## src/hw/rtl/ffba_pkg.sv

```systemverilog
// Package: constants, codes and payload types of the first-fit allocator
`default_nettype none
package ffba_pkg;
  localparam int unsigned MemWords  = 4096;
  localparam int unsigned MaxBlocks = 64;
  localparam int unsigned AddrW     = 12;
  localparam int unsigned LenW      = 12;
  localparam int unsigned CntW      = 13;
  localparam int unsigned IdxW      = $clog2(MaxBlocks);
  localparam int unsigned BcW       = IdxW + 1;
  localparam logic [CntW-1:0] MinTotal = CntW'(8);

  typedef enum logic [1:0] {
    KIND_ALLOC = 2'd0,
    KIND_FREE  = 2'd1,
    KIND_USAGE = 2'd2,
    KIND_USAGE_ALT = 2'd3
  } kind_e;

  typedef enum logic [1:0] {
    ST_OK         = 2'd0,
    ST_NO_ROOM    = 2'd1,
    ST_TABLE_FULL = 2'd2,
    ST_NOT_FOUND  = 2'd3
  } status_e;

  typedef struct packed {
    logic [1:0]       kind;
    logic [LenW-1:0]  payload_length;
    logic [AddrW-1:0] block_address;
  } req_t;

  typedef struct packed {
    logic [AddrW-1:0] start_address;
    logic [CntW-1:0]  used_words;
    logic [CntW-1:0]  total_words;
    logic [1:0]       status;
  } rsp_t;

  // One table entry: block start and payload length
  typedef struct packed {
    logic [AddrW-1:0] start;
    logic [LenW-1:0]  len;
  } entry_t;
endpackage
`default_nettype wire

```

## src/hw/rtl/ffba_if.sv

```systemverilog
// Valid/ready channel interface carrying one payload
`default_nettype none
interface ffba_if #(parameter type T = logic);
  logic valid;
  logic ready;
  T     data;
  modport source (output valid, output data, input ready);
  modport sink   (input valid, input data, output ready);
endinterface
`default_nettype wire

```

## src/hw/rtl/ffba_table_ram.sv

```systemverilog
// Block table memory: one write port, one registered read port
`default_nettype none
module ffba_table_ram (
  input  wire logic                  clk_i,
  input  wire logic                  we_i,
  input  wire logic [ffba_pkg::IdxW-1:0] waddr_i,
  input  wire ffba_pkg::entry_t      wdata_i,
  input  wire logic [ffba_pkg::IdxW-1:0] raddr_i,
  output ffba_pkg::entry_t           rdata_o
);
  import ffba_pkg::*;
  entry_t mem_q [MaxBlocks];

  always_ff @(posedge clk_i) begin
    if (we_i) begin
      mem_q[waddr_i] <= wdata_i;
    end
    rdata_o <= mem_q[raddr_i];
  end
endmodule
`default_nettype wire

```

## src/hw/rtl/first_fit_block_allocator_unit.sv

```systemverilog
// Top level: sequential first-fit block allocator over a sorted block table
// One request at a time. The table lives in a single RAM with one read and
// one write per cycle. Allocate: one read per entry up to the chosen gap,
// then a check plus one step per doubling of the total, then a shift-up of
// the entries above the new one, one entry per cycle after an initial read,
// then the write of the new entry. Free: a scan to the match, a shift-down
// of the rest, then a read of the new last entry and halving steps of the
// total, one per cycle, or a reset of the total to its minimum if the table
// empties. A usage query goes straight to the result. The result waits in
// an output register, so the next request is taken while it waits; a finished
// request holds in its last state until that register is free or handed on.
`default_nettype none
module first_fit_block_allocator_unit (
  input  wire logic clk_i,
  input  wire logic rst_ni,
  ffba_if.sink      req_i,
  ffba_if.source    rsp_o
);
  import ffba_pkg::*;

  typedef enum logic [3:0] {
    S_IDLE, S_AFIND, S_ACHK, S_ASHIFT, S_AINS,
    S_FFIND, S_FSHIFT, S_FLAST, S_FHALVE, S_DONE
  } state_e;

  state_e            state_q;
  req_t              req_q;
  logic [BcW-1:0]    count_q;
  logic [CntW-1:0]   used_q, total_q;
  logic [BcW-1:0]    idx_q;       // table entry under work
  logic [CntW:0]     prev_end_q;  // end of previous block (start of gap)
  logic [CntW:0]     at_q;        // chosen place
  logic [CntW:0]     last_q;      // start+len of last block after free
  logic [BcW-1:0]    ins_q;       // insertion slot
  logic              found_q;
  logic [AddrW-1:0]  start_q;     // start address of the request under work
  status_e           status_q;    // status of the request under work
  rsp_t              rsp_q;
  logic              rsp_valid_q;

  logic              we;
  logic [IdxW-1:0]   waddr, raddr;
  entry_t            wdata, rdata;

  ffba_table_ram u_ram (
    .clk_i, .we_i(we), .waddr_i(waddr), .wdata_i(wdata),
    .raddr_i(raddr), .rdata_o(rdata)
  );

  logic [CntW:0] need, rd_end;
  assign need   = (CntW+1)'(req_q.payload_length) + 1'b1;
  assign rd_end = (CntW+1)'(rdata.start) + (CntW+1)'(rdata.len) + 1'b1;

  assign req_i.ready = (state_q == S_IDLE);
  assign rsp_o.valid = rsp_valid_q;
  assign rsp_o.data  = rsp_q;

  // RAM port steering
  always_comb begin
    we    = 1'b0;
    waddr = '0;
    wdata = rdata;
    raddr = idx_q[IdxW-1:0];
    unique case (state_q)
      // read one entry ahead so rdata holds entry idx_q while scanning
      S_IDLE: raddr = '0;
      S_AFIND, S_FFIND: raddr = IdxW'(idx_q + 1'b1);
      S_ASHIFT: begin
        // rdata holds entry idx_q once found_q is set; move it up one
        we    = found_q;
        waddr = IdxW'(idx_q + 1'b1);
        raddr = found_q ? IdxW'(idx_q - 1'b1) : idx_q[IdxW-1:0];
      end
      S_AINS: begin
        we    = 1'b1;
        waddr = ins_q[IdxW-1:0];
        wdata = '{start: at_q[AddrW-1:0], len: req_q.payload_length};
      end
      S_FSHIFT: begin
        we    = found_q;
        waddr = IdxW'(idx_q - 1'b1);
        raddr = found_q ? IdxW'(idx_q + 1'b1) : idx_q[IdxW-1:0];
      end
      default: ;
    endcase
  end

  always_ff @(posedge clk_i or negedge rst_ni) begin
    if (!rst_ni) begin
      state_q     <= S_IDLE;
      count_q     <= '0;
      used_q      <= '0;
      total_q     <= MinTotal;
      rsp_valid_q <= 1'b0;
      idx_q       <= '0;
    end else begin
      unique case (state_q)
        S_IDLE: begin
          if (req_i.valid && req_i.ready) begin
            req_q <= req_i.data;
            start_q  <= '0;
            status_q <= ST_OK;
            idx_q      <= '0;
            prev_end_q <= '0;
            found_q    <= 1'b0;
            priority case (req_i.data.kind)
              KIND_ALLOC: begin
                if (count_q == BcW'(MaxBlocks)) begin
                  status_q <= ST_TABLE_FULL;
                  state_q  <= S_DONE;
                end else if (count_q == '0) begin
                  at_q    <= '0;
                  ins_q   <= '0;
                  state_q <= S_ACHK;
                end else begin
                  state_q <= S_AFIND;
                end
              end
              KIND_FREE: begin
                if (count_q == '0) begin
                  status_q <= ST_NOT_FOUND;
                  state_q  <= S_DONE;
                end else begin
                  state_q <= S_FFIND;
                end
              end
              default: state_q <= S_DONE;
            endcase
          end
        end
        // rdata = entry idx_q; test the gap before it
        S_AFIND: begin
          if (prev_end_q + need <= (CntW+1)'(rdata.start)) begin
            at_q    <= prev_end_q;
            ins_q   <= idx_q;
            state_q <= S_ACHK;
          end else if (idx_q + 1'b1 == count_q) begin
            at_q    <= rd_end;
            ins_q   <= count_q;
            state_q <= S_ACHK;
          end else begin
            prev_end_q <= rd_end;
            idx_q      <= idx_q + 1'b1;
          end
        end
        S_ACHK: begin
          if (at_q + need > (CntW+1)'(MemWords)) begin
            status_q <= ST_NO_ROOM;
            state_q  <= S_DONE;
          end else if ((CntW+1)'(total_q) < at_q + need) begin
            total_q <= CntW'({total_q, 1'b0});
          end else if (ins_q == count_q) begin
            state_q <= S_AINS;
          end else begin
            idx_q   <= count_q - 1'b1;
            state_q <= S_ASHIFT; // first read issued below next cycle
            found_q <= 1'b0;
          end
        end
        S_ASHIFT: begin
          // first cycle only issues the read of the top entry
          if (!found_q) begin
            found_q <= 1'b1;
          end else if (idx_q == ins_q) begin
            state_q <= S_AINS;
          end else begin
            idx_q <= idx_q - 1'b1;
          end
        end
        S_AINS: begin
          count_q <= count_q + 1'b1;
          used_q  <= used_q + need[CntW-1:0];
          start_q <= at_q[AddrW-1:0];
          state_q <= S_DONE;
        end
        S_FFIND: begin
          if (rdata.start == req_q.block_address) begin
            used_q <= used_q - (CntW'(rdata.len) + 1'b1);
            if (idx_q + 1'b1 == count_q) begin
              state_q <= S_FLAST;
            end else begin
              idx_q   <= idx_q + 1'b1;
              found_q <= 1'b0;
              state_q <= S_FSHIFT;
            end
          end else if (idx_q + 1'b1 == count_q) begin
            status_q <= ST_NOT_FOUND;
            state_q  <= S_DONE;
          end else begin
            idx_q <= idx_q + 1'b1;
          end
        end
        S_FSHIFT: begin
          // first cycle waits for the read of idx_q; write is suppressed by found_q
          if (!found_q) begin
            found_q <= 1'b1;
          end else if (idx_q + 1'b1 == count_q) begin
            state_q <= S_FLAST;
            idx_q   <= idx_q - 1'b1;
          end else begin
            idx_q <= idx_q + 1'b1;
          end
        end
        S_FLAST: begin
          count_q <= count_q - 1'b1;
          if (count_q == BcW'(1)) begin
            total_q <= MinTotal;
            state_q <= S_DONE;
          end else begin
            idx_q   <= count_q - BcW'(2);
            found_q <= 1'b0;
            state_q <= S_FHALVE;
          end
        end
        S_FHALVE: begin
          if (!found_q) begin
            found_q <= 1'b1; // wait for the read of the last entry
          end else if (found_q && last_q == '1) begin
            last_q <= (CntW+1)'(rdata.start) + (CntW+1)'(rdata.len);
          end else if (({last_q, 2'b00}) <= (CntW+3)'(total_q) && total_q > MinTotal) begin
            total_q <= total_q >> 1;
          end else begin
            state_q <= S_DONE;
          end
        end
        S_DONE: begin
          // hold until the output register is free or handed on this cycle
          if (!rsp_valid_q || rsp_o.ready) begin
            rsp_q.start_address <= start_q;
            rsp_q.used_words    <= used_q;
            rsp_q.total_words   <= total_q;
            rsp_q.status        <= status_q;
            state_q             <= S_IDLE;
          end
        end
        default: state_q <= S_IDLE;
      endcase
      if (state_q == S_FLAST) last_q <= '1;
      if (state_q == S_DONE && (!rsp_valid_q || rsp_o.ready)) begin
        rsp_valid_q <= 1'b1;
      end else if (rsp_valid_q && rsp_o.ready) begin
        rsp_valid_q <= 1'b0;
      end
    end
  end
endmodule
`default_nettype wire

```

## src/flat_wrapper.sv

```systemverilog
// flat-port wrapper written by rule: the top's interface ports become plain ports
module first_fit_block_allocator_unit_flat import ffba_pkg::*;
  (clk_i, rst_ni, req_i_valid, req_i_data, req_i_ready, rsp_o_valid, rsp_o_data, rsp_o_ready);
  ffba_if #(.T(req_t)) req_i_i ();
  ffba_if #(.T(rsp_t)) rsp_o_i ();
  input  wire logic clk_i;
  input  wire logic rst_ni;
  input wire logic [$bits(req_i_i.valid)-1:0] req_i_valid;
  input wire logic [$bits(req_i_i.data)-1:0] req_i_data;
  output wire logic [$bits(req_i_i.ready)-1:0] req_i_ready;
  output wire logic [$bits(rsp_o_i.valid)-1:0] rsp_o_valid;
  output wire logic [$bits(rsp_o_i.data)-1:0] rsp_o_data;
  input wire logic [$bits(rsp_o_i.ready)-1:0] rsp_o_ready;
  assign req_i_i.valid = req_i_valid;
  assign req_i_i.data = req_i_data;
  assign req_i_ready = req_i_i.ready;
  assign rsp_o_valid = rsp_o_i.valid;
  assign rsp_o_data = rsp_o_i.data;
  assign rsp_o_i.ready = rsp_o_ready;
  first_fit_block_allocator_unit u_core (.clk_i(clk_i), .rst_ni(rst_ni), .req_i(req_i_i), .rsp_o(rsp_o_i));
endmodule
```

## config.mk

```make
export PLATFORM = sky130hd
export DESIGN_NAME = first_fit_block_allocator_unit_flat
export DESIGN_NICKNAME = d
export VERILOG_FILES = /design/src/hw/rtl/ffba_pkg.sv /design/src/hw/rtl/ffba_if.sv /design/src/hw/rtl/ffba_table_ram.sv /design/src/hw/rtl/first_fit_block_allocator_unit.sv /design/src/flat_wrapper.sv
export SDC_FILE = /design/constraint.sdc
export NUM_CORES = 2
export LEC_CHECK = 0
export ABC_CLOCK_PERIOD_IN_PS = 5500
export BUFFER_PORTS_ARGS = -buffer_cell sky130_fd_sc_hd__clkbuf_2
export CAP_MARGIN = 20
export CORE_MARGIN = 2
export CORE_UTILIZATION = 40
export DETAILED_ROUTE_END_ITERATION = 16
export GPL_TIMING_DRIVEN = 1
export HOLD_SLACK_MARGIN = 0.05
export PLACE_DENSITY = 0.61
export SLEW_MARGIN = 20
export SYNTH_ARGS = -nofsm -noshare
export SYNTH_HDL_FRONTEND = slang
export SYNTH_SLANG_ARGS = --single-unit
```

## constraint.sdc

```tcl
create_clock -name clk_i -period 5.5 [get_ports clk_i]
set_input_delay 0.55 -clock clk_i [delete_from_list [all_inputs] [get_ports clk_i]]
set_output_delay 0.55 -clock clk_i [all_outputs]
set_load 0.03 [all_outputs]
```

* Yosys cells after proc, flatten, opt, wreduce, memory -nomap -nowiden
Memories as Yosys holds them, arrays and structs flattened. A register that Yosys moved wholly into a read port is not among the register bits.
Cells that the tools add are included.
** Cells by class
- Div/mod/pow operators :: 0
- Reductions and logical operators :: 33
- Bitwise logic cells :: 0
- Multiply operators :: 0
- Equal/unequal tests :: 47
- Add/subtract/negate cells :: 13
- Shift-type cells :: 0
- Multiplexer cells :: 94
- Magnitude comparators :: 5
** Operators by type and width (count)
- 2-to-1 mux 14 bit :: 12
- 2-to-1 mux 7 bit :: 17
- 2-to-1 mux 13 bit :: 7
- 2-to-1 mux 4 bit :: 17
- one-hot mux 14 bit (2 select lines) :: 2
- one-hot mux 7 bit (7 select lines) :: 1
- one-hot mux 4 bit (10 select lines) :: 1
- one-hot mux 13 bit (3 select lines) :: 1
- != test 2 bit (second input constant) :: 15
- adder 14 bit :: 2
- one-hot mux 7 bit (2 select lines) :: 2
- adder 12 x 1 -> 13 bit (second input constant) :: 2
- one-hot mux 13 bit (2 select lines) :: 1
- 2-to-1 mux 24 bit :: 1
- != test 2 x 1 -> 1 bit (second input constant) :: 12
- one-hot mux 12 bit (2 select lines) :: 1
- one-hot mux 6 bit (4 select lines) :: 1
- equality test 7 bit :: 3
- one-hot mux 6 bit (3 select lines) :: 1
- equality test 4 x 3 -> 1 bit (second input constant) :: 4
- less-or-equal comparator 16 x 13 -> 1 bit :: 1
- adder 14 x 1 -> 14 bit (second input constant) :: 1
- adder 7 x 1 -> 7 bit (second input constant) :: 2
- equality test 14 bit (second input constant) :: 1
- 48 further kinds :: 84
** Storage, ports and cells
- Memories kept :: 1
- Logic and storage cells :: 212
- Output and inout bits :: 42
- Bits of input ports :: 30
- RAM bits :: 1536
- Bits in latches :: 0
- Flip-flop bits (word level) :: 173
- Bits in read-only memories :: 0
** Memory list
- u_core.u_ram.mem_q :: words 64, bits a word 24, rd ports 1, clocked after Yosys merged registers in 1, wr ports 1, RTL line ffba_table_ram.sv:12 : entry_t mem_q [MaxBlocks];

* Depth between registers and ports, before layout
- Word-level depth :: 6
- Depth in mapped cells :: 23

* Hierarchy
A second synthesis with hierarchy kept.
** Unflattened totals
- Cell total of the unflattened synthesis :: 4018
- Area total of the unflattened synthesis :: 72547.1 um2
** By module, submodules not included
- ffba_table_ram :: times used 1, sequential area each 46604.7 um2, area each 59330.7 um2, cells an instance 2611
- first_fit_block_allocator_unit :: times used 1, sequential area each 4971.0 um2, area each 13216.4 um2, cells an instance 1407

* Worst setup path before layout
Ideal clock, no wire load.
- Path kind :: reg2reg
- Start point :: register u_core.req_q[12] (netlist name)
- End point :: register u_core.at_q[0], enable pin
- Buffers on the path :: 2
- Slack :: -0.361 ns
- Cell stages (with the launch flop) :: 19
- Period minus slack after synthesis :: 5.861 ns
- Arrival time :: 5.429 ns
- Setup time :: 0.432 ns
- Data required time :: 5.068 ns
- Path through :: edfxtp_1 > ha_1 > fa_1 > a211oi_1 > o21a_1 > nor2_1 > a21oi_1 > o21bai_1 > a21oi_1 > xnor2_1 > ha_1 > and4_1 > nand3_1 > nor3_1 > o22ai_1 > or3_1 > clkbuf_1 > clkbuf_1 > a211oi_1
** Between the ends
- Longest elaborated chain between the ends :: 5
** RTL lines
- start, declared :: RTL line first_fit_block_allocator_unit.sv:27 : req_t req_q;
- start signal, assigned :: RTL line first_fit_block_allocator_unit.sv:100 : req_q <= req_i.data;
- adder 12 x 1 -> 13 bit :: RTL line first_fit_block_allocator_unit.sv:51 : assign need = (CntW+1)'(req_q.payload_length) + 1'b1;
- adder 14 bit :: RTL line first_fit_block_allocator_unit.sv:133 : if (prev_end_q + need <= (CntW+1)'(rdata.start)) begin
- less-or-equal comparator 14 x 12 -> 1 bit :: RTL line first_fit_block_allocator_unit.sv:133
- != test 3 x 1 -> 1 bit (no source line)
- AND reduction 7 bit (no source line)
- end signal, assigned :: RTL line first_fit_block_allocator_unit.sv:134 : at_q <= prev_end_q;
- end signal, assigned :: RTL line first_fit_block_allocator_unit.sv:138 : at_q <= rd_end;
- end, declared :: RTL line first_fit_block_allocator_unit.sv:32 : logic [CntW:0] at_q;
No other way between the ends.
A chain may end at the register's enable or synchronous reset.

* Final worst setup path
- Start point :: register u_core.req_q[12] (netlist name)
- End point :: register u_core.state_q[2]
** Between the ends
- Longest elaborated chain between the ends :: 5
- Elaborated cells on any way between the ends :: 12
** RTL lines
- adder 12 x 1 -> 13 bit (*) :: RTL line first_fit_block_allocator_unit.sv:51
- adder 14 bit (on tied branches) :: RTL line first_fit_block_allocator_unit.sv:147, first_fit_block_allocator_unit.sv:150, first_fit_block_allocator_unit.sv:133
- less-than comparator 13 x 14 -> 1 bit (tied with other cells) :: RTL line first_fit_block_allocator_unit.sv:150 : end else if ((CntW+1)'(total_q) < at_q + need) begin
- != test 3 x 2 -> 1 bit (no source line) (tied with other cells)
- AND reduction 12 bit (no source line) / one-hot mux 4 bit (10 select lines) (equally long branches)
- end signal, assigned :: RTL line first_fit_block_allocator_unit.sv:149 : state_q <= S_DONE;
- end signal, assigned :: RTL line first_fit_block_allocator_unit.sv:153 : state_q <= S_AINS;
- end signal, assigned :: RTL line first_fit_block_allocator_unit.sv:156 : state_q <= S_ASHIFT;
- end, declared :: RTL line first_fit_block_allocator_unit.sv:26 : state_e state_q;
Every way passes the cells marked *; elsewhere a longest branch is shown, timed or not.

==> flow_summary.yaml <==
floorplan:
  fp-row-count: 158
  die_y_um: 435.0
  dieArea_um2: 189200
  die_w_um: 435.0
  io_pins: 72
  initial_core_util_pct: 40.15
  core_area_um2: 185000
timing:
  max_freq_mhz: 194.2
  rsz0062_at_grt: "yes"
  setup_viol: 0
  finalSetupTns_ns: 0
  fin_skew_ns: 0.03238
  finalCritPeriodShare_pct: 93.64
  holdWs_ns: 0.1375
  post-route-worst-setup-slack_ns: 0.3500
  period_minus_slack_ns: 5.150
  tightestPinTransition_ns: 1.151
  slew_viol_final: 0
  maxSlewHeadroom_pct: 23.25
  hold_violations: 0
placed_design:
  io_buffers: 71
  dpl_worst_slack_ns: 0.2478
  place_area_um2: 78590
  dpl.cell_count: 8609
  dp_hpwl_um: 127800
  place.gp.congestion: 0.9141
setup_path:
  crit_family: "compound AO/OA/AOI/OAI gates"
  cp_slowest_stage_delay_ns: 0.53
  startpoint_type: "flop"
  reg2reg_depth: 19
  path_cells: "ha_1, xor2_2, ha_1, a211oi_1, o21a_1, nor2_1, a21oi_1, o21bai_1, a21oi_1, xnor2_1, ha_1, and4_1, nand3_1, nor3_1, o22ai_1, or3_1, a221oi_2, o21a_2, mux2_2"
  worst-setup-path-type: "flop to flop"
  r2r-start: "u_core.req_q[12]$_DFFE_PP_"
  endpoint_kind: "flop"
  timing.rr.end: "u_core.state_q[2]$_DFFE_PN0P_"
  worst_path_max_delay_cell: "or3_1"
  timing.critical_path.mode_cell: "ha_1"
  critPathMaxFanout: 6
  cp.buffers_inverters: 0
  cp.required_ns: 6.21
  worstPathArrival_ns: 5.86
  r2r_slack_ns: 0.35
cells_and_area:
  fin_area_um2: 84440
  nNetsFinal: 6482
  area_delta_synth_final_pct: 13.65
  fillerInstances: 16600
  post-route-util_pct: 45.63
  drive_gt1_share_pct: 10.44
  final_cells: 8958
  final_cell_mix: "nand2_1 (1794), edfxtp_1 (1664), nand3_1 (788)"
  layout_commonest_cell: "nand2_1"
global_route:
  grt-busiest-layer: "met2"
  track_usage_pct: 22.37
  antenna_found_initial: 5
  use_met1_pct: 32.06
  met3_usage_pct: 3.648
  grt_max_degree: 99
  grt_pass1_wl_um: 319200
  gr-total-overflow: 0
  grt_pass1_vias: 47600
  grt_use_met2_pct: 34.88
power_and_ir_drop:
  p_sw_mw: 23.63
  power_mw: 54.43
  power_frac_seq_pct: 32.9
  p_int_mw: 30.80
  powerDensity_nw_per_um2: 644.6
  peakVddDrop_v: 0.0005552
  combPwrFrac_pct: 46.1
  leakage_nw: 30.18
  p_sw_share_pct: 43.41
  clockPowerShare_pct: 21.0
drt:
  viasPerCell: 5.640
  detail-route-antenna-nets: 0
  wirelength_um: 216100
  drc: 0
  firstDrtPassIters: 6
  num_vias: 50520
  drt_iter0_drc: 5791
  wire_per_inst_um: 24.12
clock_network:
  clockRootBuffer: "clkbuf_16"
  numCtsBuffers: 176
  cts_buffer_depth: 3
  clk_pin_slew_ns: 0.06
  tritoncts: "built"
  insertion_delay_ns: 0.84
  cts.sinks: 1733
  postCtsSetupBuffers: 0
  ctsHtreeMaxLevel: 4
worst_hold_path:
  hold_depth: 2
  min_to: "u_core.status_q[1]$_DFFE_PP_"
  hp-start: "req_i_data[25]"
  hold_path_class: "input pin to flop"
run:
  drv_cap: 0
logic_synthesis:
  netlist_instances: 6202
  synth.net_count: 6348
  synth.avg_cell_area_um2: 11.98
  yosysUniqueCellTypes: 90
  yosysWarnings: 0
  synth_area_um2: 74290
  synth-edff-count: 1664
  synth_seq_cells: 1733
  async_flop_share_pct: 2.597
  seq_area_frac_synth_pct: 69.42
  synth-main-ff-cell: "edfxtp_1"
outcome:
  status: "complete, no violations"
-- synth_stat cells (6+ instances only) --
cell type	n	share of area (%)
nor4_1	13	0.11
a21o_1	41	0.41
a21oi_1	127	0.86
nand4_1	39	0.33
mux2_2	9	0.14
a22o_1	7	0.083
a22oi_1	15	0.15
a211oi_1	42	0.42
nor3_1	23	0.15
xnor2_1	60	0.71
inv_1	72	0.36
a311o_1	9	0.12
a31oi_1	87	0.73
and3_1	134	1.1
o22ai_1	35	0.29
o22a_1	13	0.15
buf_2	190	1.3
ha_1	111	1.9
or3_1	10	0.084
xor2_1	57	0.67
dfrtp_1	44	1.5
o2111ai_1	6	0.071
and2_1	6	0.051
mux2i_1	16	0.22
buf_4	8	0.081
nand2b_1	15	0.13
buf_1	29	0.15
nand3_1	788	5.3
nor2_1	198	1.0
o21bai_1	8	0.081
nand2_1	1794	9.1
o221ai_1	8	0.094
clkbuf_1	133	0.67
edfxtp_1	1664	67
dfxtp_1	24	0.65
a311oi_1	15	0.18
o21ai_0	133	0.90
o21a_1	8	0.081
o211ai_1	96	0.97
-- worst max path at each step --
| stage | start | endpoint | slack [ns] | cells after the start |
|---|---|---|---|---|
| 6_report | u_core.req_q[12]$_DFFE_PP_ | u_core.state_q[2]$_DFFE_PN0P_ | 0.35 | 19 |
| 5_1_grt | u_core.req_q[14]$_DFFE_PP_ | u_core.total_q[1]$_DFFE_PN0P_ | -0.01 | 20 |
| 4_1_cts | u_core.req_q[12]$_DFFE_PP_ | u_core.state_q[2]$_DFFE_PN0P_ | 0.24 | 19 |
| 3_5_place_dp | u_core.req_q[12]$_DFFE_PP_ | u_core.state_q[2]$_DFFE_PN0P_ | 0.25 | 19 |
| 3_3_place_gp | u_core.req_q[12]$_DFFE_PP_ | u_core.state_q[2]$_DFFE_PN0P_ | 0.35 | 19 |
| 2_1_floorplan | u_core.req_q[12]$_DFFE_PP_ | u_core.at_q[0]$_SDFFCE_PN0P_ | 0.32 | 18 |
-- registers in the layout, indices dropped and copies added (netlist names), 7 cells and up --
name / flops
u_core.u_ram.mem_q: 1536
u_core.rsp_o.data: 40
u_core.req_q: 24
u_core.u_ram.rdata_o: 24
u_core.at_q: 14
u_core.last_q: 14
u_core.prev_end_q: 14
u_core.total_q: 13
u_core.used_q: 13
u_core.start_q: 12
u_core.count_q: 7
u_core.idx_q: 7
u_core.ins_q: 7
-- power groups by stage --
| stage | Combinational [mW] | Clock [mW] | Sequential, mW |
|---|---|---|---|
| 2_1_floorplan | 15.7 | 0 | 17.8 |
| 3_3_place_gp | 24.5 | 0 | 18.1 |
| 3_5_place_dp | 24.9 | 0 | 18.1 |
| 4_1_cts | 25.0 | 11.6 | 17.9 |
| 5_1_grt | 27.2 | 12.2 | 17.9 |
| 6_report | 25.1 | 11.5 | 17.9 |
-- kinds of logic after synthesis --
group / Yosys count / synth area share, %
DFF: 1733 / 69.42
and+or+nand+nor: 3067 / 17.90
muxes: 25 / 0.3520
AOI/OAI and AO/OA: 704 / 6.277
xor gates and xnor gates: 119 / 1.442
adders and majority gates: 116 / 2.004
buffers and inverters: 438 / 2.605
-- cell type report --
cell class                      count  area (um^2)  share of cell area, %
Antenna cell                        2        5.005               0.005927
Timing Repair Buffer              320         2748                  3.254
Inverter                           74        277.8                 0.3290
Multi-Input combinational cell   4031        21240                  25.15
Clock inverter                     82        730.7                 0.8654
Sequential cell                  1733        51580                  61.08
Tap cell                         2480         3103                  3.675
Clock buffer                      236         4761                  5.638
-- repair_timing --
item	in CTS	in global routing
endpoints found under the hold margin	42	0
resized for setup	0	5
hold buffers	26	0
endpoints found under the setup margin	0	3
-- per-layer routing --
layer  vias up  routed length [um]
li1      22800                   -
met1     25140               92450
met2      2254               99230
met3       324               17680
met4         2                6704
met5         -                  13
Power figures use the tool's default switching activity.
